--- src/bgf_pkg.sv ---
// ----------------------------------------------------------------------------
// bgf_pkg
// Types, constants and lookup functions shared by the battery gauge filter.
// ----------------------------------------------------------------------------
package bgf_pkg;

  localparam int SAMPLE_W = 12;
  localparam int GAIN_W   = 19;
  localparam int FILT_W   = 23;
  localparam int MV_W     = 15;
  localparam int PCT_W    = 7;
  localparam int BAR_W    = 5;
  localparam int LEVEL_W  = 2;

  localparam logic [GAIN_W-1:0] GAIN_RESET = GAIN_W'(435597);
  localparam logic [FILT_W-1:0] FILT_MAX   = '1;

  // Shared multiplier operand and product widths.
  localparam int MUL_W  = 24;
  localparam int PROD_W = 2 * MUL_W;

  // Division by 20 as a reciprocal multiply; exact for any 23-bit dividend.
  localparam int DIV20_SHIFT = 27;
  localparam logic [MUL_W-1:0] DIV20_RECIP = MUL_W'((2**27 + 19) / 20);

  // Segment slope division: quotient = (u * recip) >> SEG_SHIFT, u < 2^15.
  localparam int SEG_SHIFT = 28;
  localparam int RECIP_W   = 20;
  localparam logic [RECIP_W-1:0] RECIP_700  = RECIP_W'((2**28 + 699) / 700);
  localparam logic [RECIP_W-1:0] RECIP_800  = RECIP_W'((2**28 + 799) / 800);
  localparam logic [RECIP_W-1:0] RECIP_400  = RECIP_W'((2**28 + 399) / 400);
  localparam logic [RECIP_W-1:0] RECIP_600  = RECIP_W'((2**28 + 599) / 600);
  localparam logic [RECIP_W-1:0] RECIP_1000 = RECIP_W'((2**28 + 999) / 1000);
  localparam logic [RECIP_W-1:0] RECIP_2000 = RECIP_W'((2**28 + 1999) / 2000);

  // Bar width: pct * BAR_PIXELS / 100, folded into one constant multiplier.
  localparam int BAR_PIXELS = 16;
  localparam int BAR_SHIFT  = 22;
  localparam int BAR_RECIP  = (2**22 + 99) / 100;
  localparam logic [MUL_W-1:0] BAR_MULT = MUL_W'(BAR_PIXELS * BAR_RECIP);
  localparam logic [BAR_W-1:0] BAR_MAX  = '1;

  // Curve breakpoints in Q8 millivolts.
  localparam logic [FILT_W-1:0] V_FULL  = FILT_W'(16700 * 256);
  localparam logic [FILT_W-1:0] V_EMPTY = FILT_W'(11200 * 256);
  localparam logic [FILT_W-1:0] V_16000 = FILT_W'(16000 * 256);
  localparam logic [FILT_W-1:0] V_15200 = FILT_W'(15200 * 256);
  localparam logic [FILT_W-1:0] V_14800 = FILT_W'(14800 * 256);
  localparam logic [FILT_W-1:0] V_14200 = FILT_W'(14200 * 256);
  localparam logic [FILT_W-1:0] V_13200 = FILT_W'(13200 * 256);

  localparam logic [PCT_W-1:0] PCT_FULL      = PCT_W'(100);
  localparam logic [PCT_W-1:0] PCT_EMPTY     = PCT_W'(0);
  localparam logic [PCT_W-1:0] PCT_LOW_MAX   = PCT_W'(20);
  localparam logic [PCT_W-1:0] PCT_WARN_MAX  = PCT_W'(35);

  localparam logic [LEVEL_W-1:0] LEVEL_LOW  = 2'd0;
  localparam logic [LEVEL_W-1:0] LEVEL_WARN = 2'd1;
  localparam logic [LEVEL_W-1:0] LEVEL_GOOD = 2'd2;

  // Datapath operation codes, one per controller step.
  localparam int OP_W = 4;
  localparam logic [OP_W-1:0] OP_NONE   = 4'd0;
  localparam logic [OP_W-1:0] OP_MUL_X  = 4'd1;
  localparam logic [OP_W-1:0] OP_DIV_F  = 4'd2;
  localparam logic [OP_W-1:0] OP_DIV_X  = 4'd3;
  localparam logic [OP_W-1:0] OP_UPDATE = 4'd4;
  localparam logic [OP_W-1:0] OP_SEG    = 4'd5;
  localparam logic [OP_W-1:0] OP_SLOPE  = 4'd6;
  localparam logic [OP_W-1:0] OP_QUOT   = 4'd7;
  localparam logic [OP_W-1:0] OP_PCT    = 4'd8;
  localparam logic [OP_W-1:0] OP_BAR    = 4'd9;
  localparam logic [OP_W-1:0] OP_OUT    = 4'd10;

  typedef struct packed {
    logic            load;
    logic [OP_W-1:0] op;
  } cmd_t;

  typedef struct packed {
    logic res_busy;
  } status_t;

  typedef struct packed {
    logic [PCT_W-1:0]   base;
    logic [FILT_W-1:0]  bp;
    logic [4:0]         num;
    logic [RECIP_W-1:0] recip;
  } seg_t;

  function automatic seg_t seg_lookup(input logic [FILT_W-1:0] v);
    seg_t s;
    if (v > V_16000) begin
      s = '{base: PCT_W'(90), bp: V_16000, num: 5'd10, recip: RECIP_700};
    end else if (v > V_15200) begin
      s = '{base: PCT_W'(75), bp: V_15200, num: 5'd15, recip: RECIP_800};
    end else if (v > V_14800) begin
      s = '{base: PCT_W'(50), bp: V_14800, num: 5'd25, recip: RECIP_400};
    end else if (v > V_14200) begin
      s = '{base: PCT_W'(30), bp: V_14200, num: 5'd20, recip: RECIP_600};
    end else if (v > V_13200) begin
      s = '{base: PCT_W'(15), bp: V_13200, num: 5'd15, recip: RECIP_1000};
    end else begin
      s = '{base: PCT_W'(0), bp: V_EMPTY, num: 5'd15, recip: RECIP_2000};
    end
    return s;
  endfunction

endpackage

--- src/bgf_if.sv ---
// ----------------------------------------------------------------------------
// bgf channel interfaces
// Valid/ready channels for samples, results and the gain register write.
// ----------------------------------------------------------------------------
interface bgf_sample_if import bgf_pkg::*; ();
  logic                valid;
  logic                ready;
  logic [SAMPLE_W-1:0] adc_sample;

  modport source (output valid, output adc_sample, input ready);
  modport sink (input valid, input adc_sample, output ready);
endinterface

interface bgf_result_if import bgf_pkg::*; ();
  logic               valid;
  logic               ready;
  logic [MV_W-1:0]    filtered_mv;
  logic [PCT_W-1:0]   percent;
  logic [BAR_W-1:0]   bar_fill;
  logic [LEVEL_W-1:0] level;

  modport source (output valid, output filtered_mv, output percent, output bar_fill,
                  output level, input ready);
  modport sink (input valid, input filtered_mv, input percent, input bar_fill,
                input level, output ready);
endinterface

interface bgf_cfg_if import bgf_pkg::*; ();
  logic              valid;
  logic              ready;
  logic [GAIN_W-1:0] adc_gain_q16;

  modport source (output valid, output adc_gain_q16, input ready);
  modport sink (input valid, input adc_gain_q16, output ready);
endinterface

--- src/battery_gauge_filter.sv ---
// ----------------------------------------------------------------------------
// battery_gauge_filter
// Battery sample scaling, exponential filter and state-of-charge gauge.
// ----------------------------------------------------------------------------
// A sample is accepted only while the controller is idle: it steps one shared
// 24x24 multiplier through the scale, divide and gauge operations, and holds
// in its last step while the output register still holds an untaken result.
// A finished result waits in an output register while the next sample runs.
// Reset (synchronous, active high) restores the gain and clears the filter.
module battery_gauge_filter import bgf_pkg::*; (
  input  logic                clk,
  input  logic                rst,
  bgf_cfg_if.sink             cfg,
  bgf_sample_if.sink          sample,
  bgf_result_if.source        result
);

  cmd_t    cmd;
  status_t status;

  assign cfg.ready = 1'b1;

  bgf_ctrl u_ctrl (
    .clk      (clk),
    .rst      (rst),
    .in_valid (sample.valid),
    .in_ready (sample.ready),
    .status   (status),
    .cmd      (cmd)
  );

  bgf_datapath u_datapath (
    .clk         (clk),
    .rst         (rst),
    .cmd         (cmd),
    .status      (status),
    .cfg_valid   (cfg.valid),
    .cfg_gain    (cfg.adc_gain_q16),
    .adc_sample  (sample.adc_sample),
    .out_valid   (result.valid),
    .out_ready   (result.ready),
    .filtered_mv (result.filtered_mv),
    .percent     (result.percent),
    .bar_fill    (result.bar_fill),
    .level       (result.level)
  );

endmodule

--- src/bgf_ctrl.sv ---
// ----------------------------------------------------------------------------
// bgf_ctrl
// Step sequencer: walks the datapath through one sample's operations.
// ----------------------------------------------------------------------------
module bgf_ctrl import bgf_pkg::*; (
  input  logic    clk,
  input  logic    rst,
  input  logic    in_valid,
  output logic    in_ready,
  input  status_t status,
  output cmd_t    cmd
);

  localparam logic [3:0] ST_IDLE   = 4'd0;
  localparam logic [3:0] ST_MUL_X  = 4'd1;
  localparam logic [3:0] ST_DIV_F  = 4'd2;
  localparam logic [3:0] ST_DIV_X  = 4'd3;
  localparam logic [3:0] ST_UPDATE = 4'd4;
  localparam logic [3:0] ST_SEG    = 4'd5;
  localparam logic [3:0] ST_SLOPE  = 4'd6;
  localparam logic [3:0] ST_QUOT   = 4'd7;
  localparam logic [3:0] ST_PCT    = 4'd8;
  localparam logic [3:0] ST_BAR    = 4'd9;
  localparam logic [3:0] ST_OUT    = 4'd10;

  logic [3:0] state;
  logic [3:0] state_next;

  assign in_ready = (state == ST_IDLE);

  always_comb begin
    state_next = state;
    cmd.load   = 1'b0;
    cmd.op     = OP_NONE;
    unique case (state)
      ST_IDLE: begin
        if (in_valid) begin
          cmd.load   = 1'b1;
          state_next = ST_MUL_X;
        end
      end
      ST_MUL_X:  begin cmd.op = OP_MUL_X;  state_next = ST_DIV_F;  end
      ST_DIV_F:  begin cmd.op = OP_DIV_F;  state_next = ST_DIV_X;  end
      ST_DIV_X:  begin cmd.op = OP_DIV_X;  state_next = ST_UPDATE; end
      ST_UPDATE: begin cmd.op = OP_UPDATE; state_next = ST_SEG;    end
      ST_SEG:    begin cmd.op = OP_SEG;    state_next = ST_SLOPE;  end
      ST_SLOPE:  begin cmd.op = OP_SLOPE;  state_next = ST_QUOT;   end
      ST_QUOT:   begin cmd.op = OP_QUOT;   state_next = ST_PCT;    end
      ST_PCT:    begin cmd.op = OP_PCT;    state_next = ST_BAR;    end
      ST_BAR:    begin cmd.op = OP_BAR;    state_next = ST_OUT;    end
      ST_OUT: begin
        // Hold here until the result register is free to take the item.
        if (!status.res_busy) begin
          cmd.op     = OP_OUT;
          state_next = ST_IDLE;
        end
      end
      default: state_next = ST_IDLE;
    endcase
  end

  always_ff @(posedge clk) begin
    if (rst) begin
      state <= ST_IDLE;
    end else begin
      state <= state_next;
    end
  end

endmodule

--- src/bgf_datapath.sv ---
// ----------------------------------------------------------------------------
// bgf_datapath
// Gain register, filter state, shared multiplier and the result register.
// ----------------------------------------------------------------------------
module bgf_datapath import bgf_pkg::*; (
  input  logic                clk,
  input  logic                rst,
  input  cmd_t                cmd,
  output status_t             status,
  input  logic                cfg_valid,
  input  logic [GAIN_W-1:0]   cfg_gain,
  input  logic [SAMPLE_W-1:0] adc_sample,
  output logic                out_valid,
  input  logic                out_ready,
  output logic [MV_W-1:0]     filtered_mv,
  output logic [PCT_W-1:0]    percent,
  output logic [BAR_W-1:0]    bar_fill,
  output logic [LEVEL_W-1:0]  level
);

  logic [GAIN_W-1:0]   gain;
  logic [SAMPLE_W-1:0] sample_r;
  logic [FILT_W-1:0]   x_r;
  logic [FILT_W-1:0]   filt;
  logic                primed;
  logic [18:0]         qf;
  logic [18:0]         diff;
  seg_t                seg_r;
  logic                full_r;
  logic                empty_r;
  logic [PCT_W-1:0]    pct;
  logic [PROD_W-1:0]   prod;

  logic [MUL_W-1:0]    mul_a;
  logic [MUL_W-1:0]    mul_b;
  seg_t                seg_now;
  logic [FILT_W-1:0]   x_sat;
  logic [18:0]         qx;
  logic [FILT_W:0]     upd_sum;
  logic [FILT_W-1:0]   filt_upd;
  logic [PCT_W-1:0]    pct_next;
  logic [7:0]          bw;
  logic [BAR_W-1:0]    bar_next;
  logic [LEVEL_W-1:0]  level_next;

  assign status.res_busy = out_valid & ~out_ready;

  always_comb begin
    unique case (cmd.op)
      OP_MUL_X: begin mul_a = MUL_W'(sample_r);       mul_b = MUL_W'(gain);        end
      OP_DIV_F: begin mul_a = MUL_W'(filt);           mul_b = DIV20_RECIP;         end
      OP_DIV_X: begin mul_a = MUL_W'(x_r);            mul_b = DIV20_RECIP;         end
      OP_SLOPE: begin mul_a = MUL_W'(diff);           mul_b = MUL_W'(seg_r.num);   end
      OP_QUOT:  begin mul_a = MUL_W'(prod[22:8]);     mul_b = MUL_W'(seg_r.recip); end
      OP_BAR:   begin mul_a = MUL_W'(pct);            mul_b = BAR_MULT;            end
      default:  begin mul_a = '0;                     mul_b = '0;                  end
    endcase
  end

  // Scaled sample from the gain product, saturated to the filter width.
  assign x_sat = (prod[PROD_W-1:FILT_W+8] != '0) ? FILT_MAX : prod[FILT_W+7:8];

  assign qx       = prod[DIV20_SHIFT+18:DIV20_SHIFT];
  assign upd_sum  = {1'b0, filt} - (FILT_W+1)'(qf) + (FILT_W+1)'(qx);
  assign filt_upd = upd_sum[FILT_W] ? FILT_MAX : upd_sum[FILT_W-1:0];

  assign seg_now = seg_lookup(filt);

  // The segment quotient reaches 25 at the top of the steepest segment.
  always_comb begin
    priority if (full_r) begin
      pct_next = PCT_FULL;
    end else if (empty_r) begin
      pct_next = PCT_EMPTY;
    end else begin
      pct_next = seg_r.base + PCT_W'(prod[SEG_SHIFT+4:SEG_SHIFT]);
    end
  end

  assign bw = prod[BAR_SHIFT+7:BAR_SHIFT];

  always_comb begin
    priority if (bw > 8'(BAR_MAX)) begin
      bar_next = BAR_MAX;
    end else if (bw == '0 && pct != '0) begin
      bar_next = BAR_W'(1);
    end else begin
      bar_next = bw[BAR_W-1:0];
    end
  end

  always_comb begin
    priority if (pct <= PCT_LOW_MAX) begin
      level_next = LEVEL_LOW;
    end else if (pct <= PCT_WARN_MAX) begin
      level_next = LEVEL_WARN;
    end else begin
      level_next = LEVEL_GOOD;
    end
  end

  always_ff @(posedge clk) begin
    if (rst) begin
      gain      <= GAIN_RESET;
      filt      <= '0;
      primed    <= 1'b0;
      out_valid <= 1'b0;
    end else begin
      if (cfg_valid) begin
        gain <= cfg_gain;
      end
      if (cmd.op == OP_UPDATE) begin
        filt   <= primed ? filt_upd : x_r;
        primed <= 1'b1;
      end
      if (cmd.op == OP_OUT) begin
        out_valid <= 1'b1;
      end else if (out_ready) begin
        out_valid <= 1'b0;
      end
    end
  end

  always_ff @(posedge clk) begin
    if (cmd.load) begin
      sample_r <= adc_sample;
    end
    if (cmd.op != OP_NONE) begin
      prod <= mul_a * mul_b;
    end
    if (cmd.op == OP_DIV_F) begin
      x_r <= x_sat;
    end
    if (cmd.op == OP_DIV_X) begin
      qf <= prod[DIV20_SHIFT+18:DIV20_SHIFT];
    end
    if (cmd.op == OP_SEG) begin
      seg_r   <= seg_now;
      diff    <= 19'(filt - seg_now.bp);
      full_r  <= (filt >= V_FULL);
      empty_r <= (filt <= V_EMPTY);
    end
    if (cmd.op == OP_PCT) begin
      pct <= pct_next;
    end
    if (cmd.op == OP_OUT) begin
      filtered_mv <= filt[FILT_W-1:8];
      percent     <= pct;
      bar_fill    <= bar_next;
      level       <= level_next;
    end
  end

endmodule
--- src/flat_wrapper.sv ---
// flat-port wrapper written by rule: the top's interface ports become plain ports
module battery_gauge_filter_flat import bgf_pkg::*;
  (clk, rst, cfg_valid, cfg_adc_gain_q16, cfg_ready, sample_valid, sample_adc_sample, sample_ready, result_valid, result_filtered_mv, result_percent, result_bar_fill, result_level, result_ready);
  bgf_cfg_if cfg_i ();
  bgf_sample_if sample_i ();
  bgf_result_if result_i ();
  input  logic clk;
  input  logic rst;
  input wire logic [$bits(cfg_i.valid)-1:0] cfg_valid;
  input wire logic [$bits(cfg_i.adc_gain_q16)-1:0] cfg_adc_gain_q16;
  output wire logic [$bits(cfg_i.ready)-1:0] cfg_ready;
  input wire logic [$bits(sample_i.valid)-1:0] sample_valid;
  input wire logic [$bits(sample_i.adc_sample)-1:0] sample_adc_sample;
  output wire logic [$bits(sample_i.ready)-1:0] sample_ready;
  output wire logic [$bits(result_i.valid)-1:0] result_valid;
  output wire logic [$bits(result_i.filtered_mv)-1:0] result_filtered_mv;
  output wire logic [$bits(result_i.percent)-1:0] result_percent;
  output wire logic [$bits(result_i.bar_fill)-1:0] result_bar_fill;
  output wire logic [$bits(result_i.level)-1:0] result_level;
  input wire logic [$bits(result_i.ready)-1:0] result_ready;
  assign cfg_i.valid = cfg_valid;
  assign cfg_i.adc_gain_q16 = cfg_adc_gain_q16;
  assign cfg_ready = cfg_i.ready;
  assign sample_i.valid = sample_valid;
  assign sample_i.adc_sample = sample_adc_sample;
  assign sample_ready = sample_i.ready;
  assign result_valid = result_i.valid;
  assign result_filtered_mv = result_i.filtered_mv;
  assign result_percent = result_i.percent;
  assign result_bar_fill = result_i.bar_fill;
  assign result_level = result_i.level;
  assign result_i.ready = result_ready;
  battery_gauge_filter u_core (.clk(clk), .rst(rst), .cfg(cfg_i), .sample(sample_i), .result(result_i));
endmodule
--- config.mk ---
export PLATFORM = sky130hd
export DESIGN_NAME = battery_gauge_filter_flat
export DESIGN_NICKNAME = d
export VERILOG_FILES = /design/src/bgf_pkg.sv /design/src/bgf_if.sv /design/src/battery_gauge_filter.sv /design/src/bgf_ctrl.sv /design/src/bgf_datapath.sv /design/src/flat_wrapper.sv
export SDC_FILE = /design/constraint.sdc
export NUM_CORES = 2
export LEC_CHECK = 0
export ABC_CLOCK_PERIOD_IN_PS = 12000
export BUFFER_PORTS_ARGS = -buffer_cell sky130_fd_sc_hd__buf_2
export CAP_MARGIN = 20
export CORE_MARGIN = 10
export CORE_UTILIZATION = 60
export CTS_CLUSTER_SIZE = 30
export DETAILED_ROUTE_END_ITERATION = 10
export PLACE_DENSITY = 0.78
export SLEW_MARGIN = 15
export SYNTH_ARGS = -nofsm -noshare
export SYNTH_HDL_FRONTEND = slang
export SYNTH_SLANG_ARGS = --single-unit
--- constraint.sdc ---
create_clock -name clk -period 12 [get_ports clk]
set_clock_uncertainty 0.15 [all_clocks]
set_input_delay 0.6 -clock clk [delete_from_list [all_inputs] [get_ports clk]]
set_output_delay 0.6 -clock clk [all_outputs]
set_load 0.05 [all_outputs]
# After elaboration in Yosys (flattened, before gate mapping)
# Cells that the tools add are included.
[word_totals]
word_cells = 104
output_inout_bits = 32
regBits = 239
input_bits = 36
[op_classes]
n_bitwise = 2
reduce_logical = 14
magnitude_cmp = 10
multipliers = 1
mux = 21
eq_ne = 22
n_addsub = 4
[op_table]
columns = ["op", "count"]
rows = [
  ["23-bit case mux with 6 select lines", 1],
  ["23-bit by 22-bit greater-than comparator with 1-bit output, second input constant", 5],
  ["23-bit case mux with 5 select lines", 1],
  ["53-bit 2-to-1 mux", 2],
  ["54-bit 2-to-1 mux", 1],
  ["52-bit 2-to-1 mux", 1],
  ["24-bit by 24-bit multiplier with 48-bit output", 1],
  ["23-bit 2-to-1 mux", 2],
  ["44-bit 2-to-1 mux", 1],
  ["4-bit case mux with 11 select lines", 1],
  ["4-bit case mux with 10 select lines", 1],
  ["4-bit by 3-bit == test with 1-bit output, second input constant", 8],
  ["24-bit by 19-bit adder with 24-bit output", 1],
  ["4-bit == test, second input constant", 6],
  ["23-bit by 19-bit subtractor with 24-bit output", 1],
  ["23-bit greater-or-equal comparator, second input constant", 1],
  ["23-bit by 22-bit less-or-equal comparator with 1-bit output, second input constant", 1],
  ["19-bit subtractor", 1],
  ["17-bit nonzero test", 1],
  ["4-bit by 2-bit == test with 1-bit output, second input constant", 4],
  ["4-bit 2-to-1 mux", 3],
  ["4-bit by 1-bit == test with 1-bit output, second input constant", 2],
  ["8-bit by 5-bit greater-than comparator with 1-bit output, second input constant", 1],
  ["8-bit zero test", 1],
  ["19 further kinds", 26],
]

# Longest topological paths before layout
[depth]
ltp_word = 8
depth_mapped = 35
ltp_nobuf = 31

# Cells and area by module
# Synthesis repeated with hierarchy kept, for this count alone.
[unflattened]
cells_unflattened = 2891
area_unflattened_um2 = 27650.3
[by_module_without_submodules]
columns = ["module", "area_per_inst_um2", "n_inst", "seq_area_each_um2", "cells_each"]
rows = [
  ["bgf_datapath", 27353.7, 1, 6105.9, 2858],
  ["bgf_ctrl", 285.3, 1, 80.1, 31],
  ["battery_gauge_filter", 11.3, 1, 0.0, 2],
]

# Least setup slack after synthesis
# No wires, ideal clock.
[synth_path]
path_kind = "register to register"
from = "register u_core.u_ctrl.state[3]"
to = "register u_core.u_datapath.prod[47], data pin"
period_less_slack_ns = 9.267
path_slack_ns = 2.733
n_path_buf = 6
required_ns = 11.715
setup_time_ns = 0.135
stages_incl_launch_ff = 33
t_arrival_ns = 8.982
cell_sequence = "dfxtp_1 buf_2 or2_1 buf_2 nor2_1 clkbuf_1 clkbuf_1 clkbuf_1 buf_1 a22oi_1 fa_1 inv_1 fa_1 inv_1 fa_1 fa_1 inv_1 fa_1 fa_1 inv_1 fa_1 inv_1 ha_1 and3_1 and2_1 a221oi_1 o21ai_0 nor4_1 o21ai_0 nand2_1 a31oi_1 or4_1 nand3_1"
[synth_via]
elab_chain_len = 6
word_cells_on_any_way = 21
cone_classes = "1 x mul; 16 x eq/ne; 3 x mux; 1 x reduce/logical"
[synth_rtl]
columns = ["item", "line", "rtl"]
rows = [
  ["start, declared", "bgf_ctrl.sv:26", "logic [3:0] state;"],
  ["start signal, assigned", "bgf_ctrl.sv:66", "state <= state_next;"],
  ["4-bit == test (tied with other cells)", "bgf_ctrl.sv:35", "unique case (state)"],
  ["4-bit case mux with 10 select lines (*)", "bgf_ctrl.sv:35", ""],
  ["4-bit by 2-bit == test with 1-bit output", "bgf_datapath.sv:49", "unique case (cmd.op)"],
  ["2-bit OR reduction (no line)", "--", ""],
  ["23-bit case mux with 5 select lines", "bgf_datapath.sv:49", ""],
  ["24-bit by 24-bit multiplier with 48-bit output (*)", "bgf_datapath.sv:129", "prod <= mul_a * mul_b;"],
  ["end signal, assigned", "bgf_datapath.sv:129", ""],
  ["end, declared", "bgf_datapath.sv:32", "logic [PROD_W-1:0] prod;"],
]
# Every way passes the cells marked *; elsewhere a longest branch is shown, timed or not.
# A chain may end at the register's enable or synchronous reset.

# Worst setup path after layout
# Ends and elaborated chain as after synthesis.

==> results.ini <==
[logic_synthesis]
yosysMostFrequentCell=inv_1
ys.flop_type=edfxtp_1
yosys_register_bits=222
ys_top_cells_by_count=inv_1, fa_1, nand2_1
synth-warning-count=0
ys_top_cells_by_area=fa_1, edfxtp_1, ha_1
netlist.area_leader.share=0.314
synth_cells=2894
yosysTopAreaCell=fa_1
syn_area_mm2=0.0277
yosysUniqueCellTypes=83
synth_seq_area_share=0.223
synth.avg_cell_area_um2=9.57
ys_async_sr_fraction=0
synth_enable_flop_cells=174

[global_routing]
antenna_found_initial=0
overflow=0
grt_pass1_vias=22000
grt_max_degree=45
grt_usage=0.288
grt_pass1_wl_mm=125

[sta]
finalCritPeriodShare=0.878
grt_setup_unrepaired=false
hold_viol_final=0
setup_viol=0
layout_min_cycle_time_ns=10.53
worst_pin_slew_ns=1.13
max_slew_margin=0.247
clock.fmax_mhz=94.9
slew_viol_final=0
whs_ns=0.0690
fin_setup_tns_ns=0

[clocking]
cts_htree_levels=1
numCtsBuffers=23
cts_setup_buffers=0
ctsRootBufferMaster=clkbuf_16
cts.path.max_buffers=3
clk_pin_slew_ns=0.07
cts_resized=0
clk_latency_ns=0.55
clock-sinks=222
cts_tree=yes
cts_hold_buf=0

[worst_setup_path]
r2r-start=u_core.u_ctrl.state[3]
cp_slowest_stage_delay_ns=0.76
r2r_end=u_core.u_datapath.prod[47]
cp_slowest_cell=a221o_1
reg2reg_slack_ns=1.47
required_ns=12.26
cp.arrival_ns=10.79
crit_path_end_kind=register
r2r_cells=26
startpoint_type=register
critPathBufInv=4
cp_max_fo=34
critical-path-top-delay-family=adder cells
crit_type=reg -> reg
cpMostUsedCell=fa_1

[power]
leakage_nw=14.3
p_per_area_mw_per_mm2=177
ir_worst_vdd_uv=162

[routing]
totalWireLength_mm=79.2
drt-wirelength-per-cell_um=22.0
first_pass_iters=5
vias=21200
vias_per_cell=5.88
first_iter_violations=1948
ant_nets=0
drc=0

[floorplanning]
die_y_um=235
io_pins=68
fp.dieW_um=235
design.core.area_mm2=0.0455
rows=78
dieArea_mm2=0.0552
start_util=0.609

[finish]
drive_above_1_share=0.0577
fill_cells=3755
n_antenna_cell=0
nets=3696
synthToLayoutAreaGrowth_pct=7.23

[worst_hold_path]
hold_path_class=in -> reg
min_to=u_core.u_datapath.sample_r[1]
hold_start=sample_adc_sample[1]
holdPathStages=1

[status]
outcome=finished, final reports clean

[placement]
dpl.hpwl_mm=64.4
io_buffers=66
routabilityCongestion=1.00

[job]
drv_cap=0

[through the flow]
stage               worst slack [ns]  total power, mW  utilization  std cells  cell area (µm²)
floorplan                       2.73             3.46            -       2957            27900
global placement                1.98             4.40        0.636       3556            28900
detailed placement              1.64             4.48        0.636       3556            28900
CTS                             1.58             5.22        0.653       3598            29700
global route                   0.937             5.65        0.653       3600            29700
finish                          1.47             5.26        0.653       3600            29700
[placed cells by master, fill, tap and decap left out, types with 15 or more instances in the layout]
| master | instances |
|---|---|
| a21o_1 | 34 |
| a21oi_1 | 88 |
| a22o_1 | 34 |
| a22oi_1 | 28 |
| a31oi_1 | 15 |
| and2_1 | 18 |
| and3_1 | 24 |
| buf_2 | 67 |
| buf_4 | 37 |
| clkbuf_16 | 23 |
| conb_1 | 65 |
| dfxtp_1 | 48 |
| edfxtp_1 | 174 |
| fa_1 | 435 |
| ha_1 | 242 |
| inv_1 | 678 |
| mux2i_1 | 15 |
| nand2_1 | 336 |
| nand2b_1 | 41 |
| nand3_1 | 29 |
| nor2_1 | 189 |
| nor2b_1 | 25 |
| nor3_1 | 23 |
| o21ai_0 | 50 |
| o221ai_1 | 19 |
| xnor2_1 | 45 |
| xor2_1 | 19 |
[state kept, by name (all words and copies together) (netlist names)]
| register | flops |
|---|---|
| u_core.u_datapath.primed | 1 |
| u_core.u_datapath.pct | 7 |
| u_core.u_datapath.percent | 7 |
| u_core.u_datapath.sample_r | 12 |
| u_core.u_datapath.bar_fill | 5 |
| u_core.u_datapath.level | 2 |
| u_core.u_datapath.x_r | 23 |
| u_core.u_datapath.qf | 19 |
| u_core.u_datapath.full_r | 1 |
| u_core.u_datapath.prod | 40 |
| u_core.u_ctrl.state | 4 |
| u_core.u_datapath.gain | 19 |
| u_core.u_datapath.filt | 23 |
| u_core.u_datapath.diff | 19 |
| u_core.u_datapath.empty_r | 1 |
| u_core.u_datapath.filtered_mv | 15 |
| u_core.u_datapath.seg_r | 23 |
| u_core.u_datapath.out_valid | 1 |
[metal layers]
layer	track usage	wire length, µm	part of all wire	vias to the layer above
met5	0	0	0	-
li1	-	-	-	9304
met2	0.463	36800	0.46	1089
met4	0.126	4230	0.053	0
met1	0.376	30800	0.39	10500
met3	0.0520	7380	0.093	248
[power breakdown]
group	leakage, nW	internal, mW	total, mW	switching [mW]
sequential	2.00	1.05	1.16	0.115
combinational	11.9	1.26	3.38	2.12
clock	0.368	0.394	0.719	0.325
total	14.3	2.70	5.26	2.56
[cells by family (layout without fill, tap and decap cells)]
logic type	Yosys count	in the layout	synth area share
multiplexers	15	15	0.00542
XOR/XNOR	64	64	0.0202
other	2	65	0.000271
buffers and inverters	784	827	0.107
flip-flops	222	222	0.223
adder cells (fa/ha/maj)	677	677	0.424
AO/OA/AOI/OAI	379	379	0.0989
AND/OR/NAND/NOR	751	751	0.121
[how the worst max path moves through the flow]
stage               slack (ns)                    from  cells past startpoint                         end
floorplan                 2.73  u_core.u_ctrl.state[3]                     32  u_core.u_datapath.prod[47]
global placement          1.98  u_core.u_ctrl.state[3]                     29  u_core.u_datapath.prod[46]
detailed placement        1.64  u_core.u_ctrl.state[3]                     29  u_core.u_datapath.prod[46]
CTS                       1.58  u_core.u_ctrl.state[3]                     29  u_core.u_datapath.prod[46]
global route              0.94  u_core.u_ctrl.state[1]                     26  u_core.u_datapath.prod[47]
finish                    1.47  u_core.u_ctrl.state[3]                     26  u_core.u_datapath.prod[47]
[cell type report]
type                       count  area (µm²)  share of cell area
clock inverter                13         120             0.00404
multi-input combinational   1951       18800               0.635
timing repair buffer         105         624              0.0210
clock buffer                  29         618              0.0208
tap                          600         751              0.0253
sequential                   222        6190               0.208
inverter                     680        2550              0.0859
No activity file was read; power rests on OpenSTA's default activity.
